`config.mk`:
```
export PLATFORM = sky130hd
export DESIGN_NAME = trimmed_mean_window_filter
export DESIGN_NICKNAME = d
export VERILOG_FILES = /design/src/rtl/tmwf_pkg.sv /design/src/rtl/tmwf_cell.sv /design/src/rtl/trimmed_mean_window_filter.sv
export SDC_FILE = /design/constraint.sdc
export NUM_CORES = 2
export LEC_CHECK = 0
export BUFFER_PORTS_ARGS = -buffer_cell sky130_fd_sc_hd__buf_4
export CAP_MARGIN = 30
export CORE_MARGIN = 1
export CORE_UTILIZATION = 35
export CTS_CLUSTER_DIAMETER = 30
export DETAILED_ROUTE_END_ITERATION = 8
export PLACE_DENSITY = 0.53
export SYNTH_ARGS = -nofsm -noshare
export SYNTH_HDL_FRONTEND = slang
export SYNTH_SLANG_ARGS = --single-unit
```
`constraint.sdc`:
```
create_clock -name clk -period 7.93 [get_ports clk]
set_clock_uncertainty 0.05 [all_clocks]
set_input_delay 1.1895 -clock clk [delete_from_list [all_inputs] [get_ports clk]]
set_output_delay 1.1895 -clock clk [all_outputs]
set_load 0.02 [all_outputs]
```
`src/rtl/tmwf_pkg.sv`:
```
`default_nettype none

package tmwf_pkg;

	localparam int WINDOW = 5;
	localparam int VAL_W = 24;
	localparam int AGE_W = 3;
	localparam int CNT_W = 3;

	// age codes: empty, freshly inserted, due for replacement
	localparam logic [AGE_W-1:0] AGE_EMPTY = AGE_W'(0);
	localparam logic [AGE_W-1:0] AGE_NEW = AGE_W'(1);
	localparam logic [AGE_W-1:0] AGE_OLD = AGE_W'(WINDOW + 1);

	// sum of three middle entries and its magnitude
	localparam int SUM_W = VAL_W + 2;
	localparam int MAG_W = VAL_W + 1;

	// divide by three: floor(m / 3) == (m * ceil(2^26 / 3)) >> 26 for m < 2^25
	localparam int RECIP_SHIFT = 26;
	localparam int RECIP_W = 25;
	localparam logic [RECIP_W-1:0] RECIP = RECIP_W'(((64'd1 << RECIP_SHIFT) + 64'd2) / 64'd3);
	localparam int PROD_W = MAG_W + RECIP_W;

	typedef struct packed {
		logic signed [VAL_W-1:0] value;
		logic [AGE_W-1:0]        age;
	} entry_t;

	// what a cell shows its neighbors: aged entry and whether it stays ahead of the sample
	typedef struct packed {
		entry_t ent;
		logic   keep;
	} link_t;

	localparam link_t LINK_HEAD = '{ent: '0, keep: 1'b1};
	localparam link_t LINK_TAIL = '{ent: '0, keep: 1'b0};

endpackage

`default_nettype wire

```
`src/rtl/tmwf_cell.sv`:
```
`default_nettype none

module tmwf_cell
	import tmwf_pkg::*;
(
	input  wire logic                    clk,
	input  wire logic                    arst_n,
	input  wire logic                    load,
	input  wire logic signed [VAL_W-1:0] sample,
	input  wire link_t                   prev_lnk,
	input  wire link_t                   next_lnk,
	input  wire logic                    rm_in,
	output link_t                        lnk,
	output logic                         rm_out,
	output entry_t                       ent
);

	entry_t entry_q;
	entry_t aged;
	entry_t entry_nxt;
	link_t  lo_lnk;
	link_t  hi_lnk;
	logic   my_rm;

	always_comb begin
		aged.value = entry_q.value;
		aged.age   = (entry_q.age == AGE_EMPTY) ? AGE_EMPTY : entry_q.age + AGE_W'(1);
		lnk.ent    = aged;
		// equal entries above the dropped slot stay ahead of the sample, below it fall behind
		lnk.keep   = rm_in ? ($signed(entry_q.value) > $signed(sample))
		                   : ($signed(entry_q.value) >= $signed(sample));

		// first empty or oldest entry along the row drops out
		my_rm  = !rm_in && (aged.age == AGE_EMPTY || aged.age == AGE_OLD);
		rm_out = rm_in || my_rm;
	end

	always_comb begin
		// list with the dropped entry squeezed out: own place and the one above
		lo_lnk = rm_out ? next_lnk : lnk;
		hi_lnk = rm_in ? lnk : prev_lnk;

		if (lo_lnk.keep) begin
			entry_nxt = lo_lnk.ent;
		end else if (!hi_lnk.keep) begin
			entry_nxt = hi_lnk.ent;
		end else begin
			entry_nxt = '{value: sample, age: AGE_NEW};
		end
	end

	always_ff @(posedge clk or negedge arst_n) begin
		if (!arst_n) begin
			entry_q <= '0;
		end else if (load) begin
			entry_q <= entry_nxt;
		end
	end

	assign ent = entry_q;

endmodule

`default_nettype wire

```
`src/rtl/trimmed_mean_window_filter.sv`:
```
`default_nettype none

// trimmed mean filter over a sorted window of five samples
//
// input channel: sample with in_valid / in_ready; output channel: filtered and
// filled_count with out_valid / out_ready. each input transaction yields exactly
// one output transaction, in order.
// a row of five cells holds the window sorted largest first; on an accepted
// transaction every cell ages its entry, the oldest (or an empty) entry drops
// out and the new sample lands in sorted place, all in the same clock.
// the mean of the three middle entries then goes through a sum stage, a
// multiply-by-reciprocal stage (divide by three, truncated toward zero) and the
// output register, which drives out_valid.
// throughput is one transaction per cycle while the receiver keeps up; a
// stalled receiver holds the output register and the stall backs up stage by
// stage to in_ready, without losing a result.
// reset clears the window to empty entries of value zero and drops any
// transaction in flight; empty entries count as zeros in the mean.

module trimmed_mean_window_filter
	import tmwf_pkg::*;
(
	input  wire logic                    clk,
	input  wire logic                    arst_n,
	input  wire logic                    in_valid,
	output logic                         in_ready,
	input  wire logic signed [VAL_W-1:0] sample,
	output logic                         out_valid,
	input  wire logic                    out_ready,
	output logic signed [VAL_W-1:0]      filtered,
	output logic [CNT_W-1:0]             filled_count
);

	link_t                   lnk [WINDOW];
	logic [WINDOW:0]         rm;
	entry_t [WINDOW-1:0]     win;
	logic                    load;
	logic [CNT_W-1:0]        filled_now;

	// stage valids: window holds an unread result, sum, product, output
	logic                    v0_q;
	logic                    v1_s1;
	logic                    v2_s2;
	logic                    out_valid_q;
	logic                    ready1;
	logic                    ready2;
	logic                    ready3;

	logic signed [SUM_W-1:0] sum_s1;
	logic [CNT_W-1:0]        cnt_s1;
	logic [PROD_W-1:0]       prod_s2;
	logic                    neg_s2;
	logic [CNT_W-1:0]        cnt_s2;
	logic signed [VAL_W-1:0] filtered_q;
	logic [CNT_W-1:0]        filled_count_q;
	logic [MAG_W-1:0]        mag;
	logic [VAL_W-1:0]        quot;

	assign ready3   = !out_valid_q || out_ready;
	assign ready2   = !v2_s2 || ready3;
	assign ready1   = !v1_s1 || ready2;
	assign in_ready = !v0_q || ready1;
	assign load     = in_valid && in_ready;

	// row of cells, removal search ripples from the front
	assign rm[0] = 1'b0;

	for (genvar j = 0; j < WINDOW; j++) begin : g_cell
		link_t prev_lnk;
		link_t next_lnk;

		if (j == 0) begin : g_head
			assign prev_lnk = LINK_HEAD;
		end else begin : g_mid_prev
			assign prev_lnk = lnk[j-1];
		end

		if (j == WINDOW - 1) begin : g_tail
			assign next_lnk = LINK_TAIL;
		end else begin : g_mid_next
			assign next_lnk = lnk[j+1];
		end

		tmwf_cell u_cell (
			.clk      (clk),
			.arst_n   (arst_n),
			.load     (load),
			.sample   (sample),
			.prev_lnk (prev_lnk),
			.next_lnk (next_lnk),
			.rm_in    (rm[j]),
			.lnk      (lnk[j]),
			.rm_out   (rm[j+1]),
			.ent      (win[j])
		);
	end

	// entries holding real samples
	always_comb begin
		filled_now = '0;
		for (int j = 0; j < WINDOW; j++) begin
			filled_now = filled_now + CNT_W'(win[j].age != AGE_EMPTY);
		end
	end

	// pipeline control
	always_ff @(posedge clk or negedge arst_n) begin
		if (!arst_n) begin
			v0_q        <= 1'b0;
			v1_s1       <= 1'b0;
			v2_s2       <= 1'b0;
			out_valid_q <= 1'b0;
		end else begin
			if (in_ready) begin
				v0_q <= in_valid;
			end
			if (ready1) begin
				v1_s1 <= v0_q;
			end
			if (ready2) begin
				v2_s2 <= v1_s1;
			end
			if (ready3) begin
				out_valid_q <= v2_s2;
			end
		end
	end

	// magnitude of the sum, fits since |sum| <= 3 * 2^23
	always_comb begin
		if (sum_s1[SUM_W-1]) begin
			mag = MAG_W'(-sum_s1);
		end else begin
			mag = MAG_W'(sum_s1);
		end
		quot = prod_s2[RECIP_SHIFT +: VAL_W];
	end

	// datapath
	always_ff @(posedge clk) begin
		if (ready1) begin
			sum_s1 <= SUM_W'(win[1].value) + SUM_W'(win[2].value) + SUM_W'(win[3].value);
			cnt_s1 <= filled_now;
		end
		if (ready2) begin
			prod_s2 <= PROD_W'(mag) * PROD_W'(RECIP);
			neg_s2  <= sum_s1[SUM_W-1];
			cnt_s2  <= cnt_s1;
		end
		if (ready3) begin
			filtered_q     <= neg_s2 ? -$signed(quot) : $signed(quot);
			filled_count_q <= cnt_s2;
		end
	end

	assign out_valid    = out_valid_q;
	assign filtered     = filtered_q;
	assign filled_count = filled_count_q;

`ifndef ASSERT_OFF
	// window stays sorted, largest first
	for (genvar j = 0; j < WINDOW - 1; j++) begin : g_sorted_chk
		a_sorted: assert property (@(posedge clk) disable iff (!arst_n)
			$signed(win[j].value) >= $signed(win[j+1].value))
			else $error("window out of order");
	end

	// window changes only on an accepted transaction
	a_hold: assert property (@(posedge clk) disable iff (!arst_n)
		!load |=> $stable(win))
		else $error("window changed without a transaction");

	// each transaction fills one more entry until the window is full
	a_fill: assert property (@(posedge clk) disable iff (!arst_n)
		load |=> (filled_now == (($past(filled_now) == CNT_W'(WINDOW)) ?
			CNT_W'(WINDOW) : $past(filled_now) + CNT_W'(1))))
		else $error("fill count stepped wrong");

	// an accepted transaction always finds an entry to replace
	a_slot: assert property (@(posedge clk) disable iff (!arst_n)
		load |-> rm[WINDOW])
		else $error("no entry to replace");

	// a result never reports an empty window
	a_cnt: assert property (@(posedge clk) disable iff (!arst_n)
		out_valid |-> (filled_count != CNT_W'(0)))
		else $error("result with empty window");
`endif

endmodule

`default_nettype wire
```
After elaboration in Yosys (flattened, before gate mapping)
Cells that the tools add are included.
{ "totals": {"input_bits": 28, "ff_bits": 248} }
{ "classes": {"magnitude_cmp": 9, "n_addsub": 13, "n_reduce_logical": 42, "mux": 25, "mul": 1, "eq_ne": 6} }
{ "op_table": {"columns": ["op", "n"], "rows": [
  ["27-bit 2-to-1 mux", 9],
  ["28-bit 2-to-1 mux", 5],
  ["24-bit greater-or-equal comparator", 5],
  ["24-bit > comparator", 4],
  ["25-bit by 24-bit multiplier with 49-bit output, second input constant", 1],
  ["3-bit zero test", 10],
  ["25-bit by 24-bit adder with 26-bit output", 1],
  ["24-bit by 24-bit adder with 25-bit output", 1],
  ["25-bit 2-to-1 mux", 1],
  ["25-bit negation", 1],
  ["24-bit 2-to-1 mux", 1],
  ["24-bit negation", 1],
  ["3-bit by 1-bit adder with 3-bit output, second input constant", 5],
  ["3-bit == test, second input constant", 5],
  ["3-bit 2-to-1 mux", 5],
  ["3-bit nonzero test", 5],
  ["1-bit logical OR", 13],
  ["1-bit zero test", 8],
  ["3-bit by 1-bit adder with 3-bit output", 2],
  ["1-bit logical AND", 5],
  ["1-bit 2-to-1 mux", 4],
  ["2-bit by 1-bit adder with 3-bit output", 1],
  ["1-bit by 1-bit adder with 2-bit output", 1],
  ["2-bit by 1-bit inequality test with 1-bit output, second input constant", 1],
  ["2-bit AND reduction", 1]
]} }

Depth between registers and ports, before layout
{ "logic_depth": {"word_depth": 19, "mapped_depth": 31, "depth_no_buf": 31} }

Modules after synthesis
Synthesis repeated with hierarchy kept, for this count alone.
{ "hier_totals": {"cells_unflattened": 3399, "hier_area_um2": 30367.9} }
{ "by_module_without_submodules": {"columns": ["mod", "n_inst", "seq_area_each_um2", "area_each_um2", "cells_per_inst"], "rows": [
  ["trimmed_mean_window_filter", 1, 2622.5, 16079.2, 1569],
  ["tmwf_cell", 5, 675.6, 2857.7, 366]
]} }

Worst setup path after synthesis
OpenSTA, ideal clock, no wires.
{ "synth_path": {"path_kind": "register to register", "startpoint": "register sum_s1[10]", "endpoint": "register prod_s2[45] (data pin)", "n_path_buf": 0, "required_ps": 7614, "period_less_slack_ps": 8510, "arrival_ps": 8194, "path_slack_ps": -580, "stages_incl_launch_ff": 29, "cell_sequence": "edfxtp_1 > or4_1 > or3_1 > or2_2 > or2_1 > or3_1 > o31a_1 > xor2_1 > ha_1 > inv_1 > fa_1 > fa_1 > fa_1 > inv_1 > fa_1 > fa_1 > inv_1 > fa_1 > inv_1 > ha_1 > a21oi_1 > o21ai_0 > a311oi_1 > o21ai_0 > a31oi_1 > o211ai_1 > a41oi_1 > o221ai_1 > xor2_1"} }
{ "synth_via": {"elab_chain_len": 3} }
{ "synth_lines": {"columns": ["element", "line_no", "rtl"], "rows": [
  ["from (decl)", "trimmed_mean_window_filter.sv:49", "logic signed [SUM_W-1:0] sum_s1;"],
  ["from (signal assigned)", "trimmed_mean_window_filter.sv:142", "sum_s1 <= SUM_W'(win[1].value) + SUM_W'(win[2].value) + SUM_W'(win[3].value);"],
  ["25-bit negation", "trimmed_mean_window_filter.sv:132", "mag = MAG_W'(-sum_s1);"],
  ["25-bit 2-to-1 mux *", "trimmed_mean_window_filter.sv:131", "if (sum_s1[SUM_W-1]) begin"],
  ["25-bit by 24-bit multiplier with 49-bit output *", "trimmed_mean_window_filter.sv:146", "prod_s2 <= PROD_W'(mag) * PROD_W'(RECIP);"],
  ["to (signal assigned)", "trimmed_mean_window_filter.sv:146", null],
  ["to (decl)", "trimmed_mean_window_filter.sv:51", "logic [PROD_W-1:0] prod_s2;"]
]} }
Mark *: on every way between the ends. The rest lies on a longest branch, timed or not.
A chain may end at the register's enable or synchronous reset.

Worst setup path in the final report
{ "layout_path": {"startpoint": "register sum_s1[13]", "endpoint": "register prod_s2[40] (data pin)"} }
Same word-level chain as after synthesis.

==> flow_summary.ini <==
[synth]
ys.flop_type = dfrtp_1
yosysSeqAreaShare_pct = 22.17
syn_area_per_cell_um2 = 9.661
syn_nets = 3502
yosysTopAreaCellShare_pct = 19.60
synth_common_cells = inv_1, ha_1, fa_1
synthTopCellsByArea = ha_1, fa_1, dfrtp_1
yosysWarningCount = 0
synth_cells = 2802
synth.most_common_cell = inv_1
synthArstFlopShare_pct = 62.33
synth_top_area_cell = ha_1
synth_cell_types = 87
synth-seq-cells = 223
synth_area_um2 = 27070
synth_enable_flop_cells = 84

[floorplan]
die_h_um = 280.1
fp-row-count = 101
fp.dieW_um = 280.1
die_area_um2 = 78460
num_io_pins = 57
core_region_area_um2 = 76200
start_util_pct = 35.52

[layout]
syn_to_final_growth_pct = 23.82
final_nets = 3771
final_area_um2 = 33520
drive_above_1_share_pct = 18.23

[worst_setup_path]
crit_fanout = 4
required_ns = 8.23
slowest_stage = fa_1
worst_setup_path_end_kind = register
cpMostUsedCell = fa_1
max_stage_delay_ns = 0.57
startpoint_type = register
crit_type = reg -> reg
crit_arrival_ns = 8.54

[grt]
grt_pass1_wl_mm = 135.6
grt_pass1_vias = 23640
grt_overflow = 0
antenna_found_initial = 1
grt_max_degree = 71
grt_usage_pct = 22.46

[timing]
fin_ws_ns = -0.3169
fmax_ghz = 0.1213
setup_viol = 16
hold_violations = 0
min_period_ns = 8.247
slew_headroom_pct = 25.14
worstMarginPinSlew_ns = 1.120
drv_slew = 0
rsz0062_at_grt = true
min_period_over_period_pct = 104.0

[placed_design]
dpl-instance-area_um2 = 30110
place.gp.congestion = 0.9314
post-dp-hpwl_mm = 66.00
io_buffers = 56
pre_cts_slack_ns = -0.7390

[min_path]
hold_path_class = reg -> reg

[routing]
avgRoutedWirePerCell_um = 21.08
route.detailed.drc = 0
avgViaCountPerCell = 5.378
wirelength_mm = 87.77
antenna_left = 0
first_iter_violations = 1392
dr_total_vias = 22390
dr.pass1.iters = 6

[run_status]
violations = setup timing
status = finished with violations

[clocking]
cts_tree = done
clk_latency_ns = 0.62
clockBufferDepth = 3
clk_root_buffer_cell = clkbuf_16
clk_pin_slew_worst_paths_ns = 0.04
cts_num_sinks = 223
htree_levels = 3
cts_buffers = 74

[flow_run]
maxCapViolations = 0
cells in the final DEF (no fill, tap or decap), types with 10 or more instances in the layout:
master,n
nor3_1,16
xnor2_1,64
nand3_1,24
buf_4,266
o21ai_0,73
clkinv_2,22
mux2_2,25
nand2_1,240
nor2b_1,17
xor2_1,33
clkbuf_8,13
mux2i_1,78
o211ai_1,61
a21o_1,42
o32ai_1,48
fa_1,240
o31ai_1,13
or3_1,10
o211a_1,18
ha_4,19
clkbuf_16,74
inv_2,15
dfrtp_1,139
inv_1,461
and3_1,10
a21oi_1,156
a211oi_1,10
o22ai_1,26
ha_1,404
nand4_1,52
nand2b_1,19
buf_6,15
edfxtp_1,84
nor2_1,79
o2bb2ai_1,20
a31oi_1,12
worst max-delay path, delay by kind of cell, from the launching register on:
kind                       cells  cell delay [ns]
AOI/OAI and AO/OA              7             1.25
xor gates and xnor gates       2             0.32
adders and majority gates      8             3.57
buffers and inverters         11             1.29
DFF                            1             0.39
and+or+nand+nor                3             1.16
cells by family (layout without fill, tap and decap cells):
| group | count (synthesis) | count (layout) | share of synthesized area, % |
|---|---|---|---|
| adders and majority gates | 672 | 672 | 37.94 |
| AOI/OAI and AO/OA | 589 | 589 | 14.89 |
| buffers and inverters | 568 | 898 | 8.047 |
| and+or+nand+nor | 537 | 537 | 9.392 |
| DFF | 223 | 223 | 22.17 |
| xor gates and xnor gates | 109 | 109 | 3.554 |
| muxes | 104 | 104 | 4.007 |
| other | 0 | 1 | 0 |
worst paths after layout:
path	end	slack [ns]	cells after the start	from
hold reg to reg	cnt_s2[0]	0.37	0	cnt_s1[0]
hold / removal	cnt_s2[0]	0.37	0	cnt_s1[0]
setup / recovery	prod_s2[40]	-0.32	31	sum_s1[13]
min in group asynchronous	g_cell[0].u_cell.ent[18]	0.58	1	arst_n
max in group asynchronous	g_cell[0].u_cell.ent[0]	6.01	3	arst_n
setup reg to reg	prod_s2[40]	-0.32	31	sum_s1[13]
final cells by class:
type / instances / area [um^2]
inverters: 476 / 1787
clock buffers: 96 / 2064
diodes: 1 / 2.502
flip-flops and latches: 223 / 6001
clock inverters: 41 / 500.5
fillers: 7324 / 42680
repair buffers: 285 / 2261
well taps: 1030 / 1289
multi-input cells: 2011 / 19610
routing by layer:
metal  up-vias  track usage (%)  share of wire [%]
li1      10280                -                  -
met1     11130            28.42                 42
met2       778            37.95                 48
met3       204            3.664                5.9
met4         0            9.093                3.9
met5         -                0                  0
stage by stage:
step,hold slack (ns),cells,utilization (%),setup TNS [ns]
2_1_floorplan,0.3503,2802,-,-0.9058
3_3_place_gp,0.3585,3987,39.44,-8.074
3_5_place_dp,0.3602,3989,39.51,-8.895
4_1_cts,0.3701,4146,43.43,-2.523
5_1_grt,0.3718,4163,43.99,-7.727
6_report,0.3671,4163,43.99,-2.822
registers in the layout, indices dropped and copies added, names as in the netlist, 3 cells and up:
signal             cells
g_cell.u_cell.ent    135
prod_s2               24
cnt_s2                 3
cnt_s1                 3
sum_s1                26
filtered              24
filled_count           3
what timing repair did:
action                                  4_1_cts  5_1_grt
endpoints found under the setup margin       22       23
buffers inserted                             20       17
hold buffers                                  0        0
gates resized for setup                      44       60
pin swaps                                    50       69
cloned                                        0        0
Power is not shown: default switching activity piles up to over one toggle a cycle in this logic, so the estimate is an artifact.
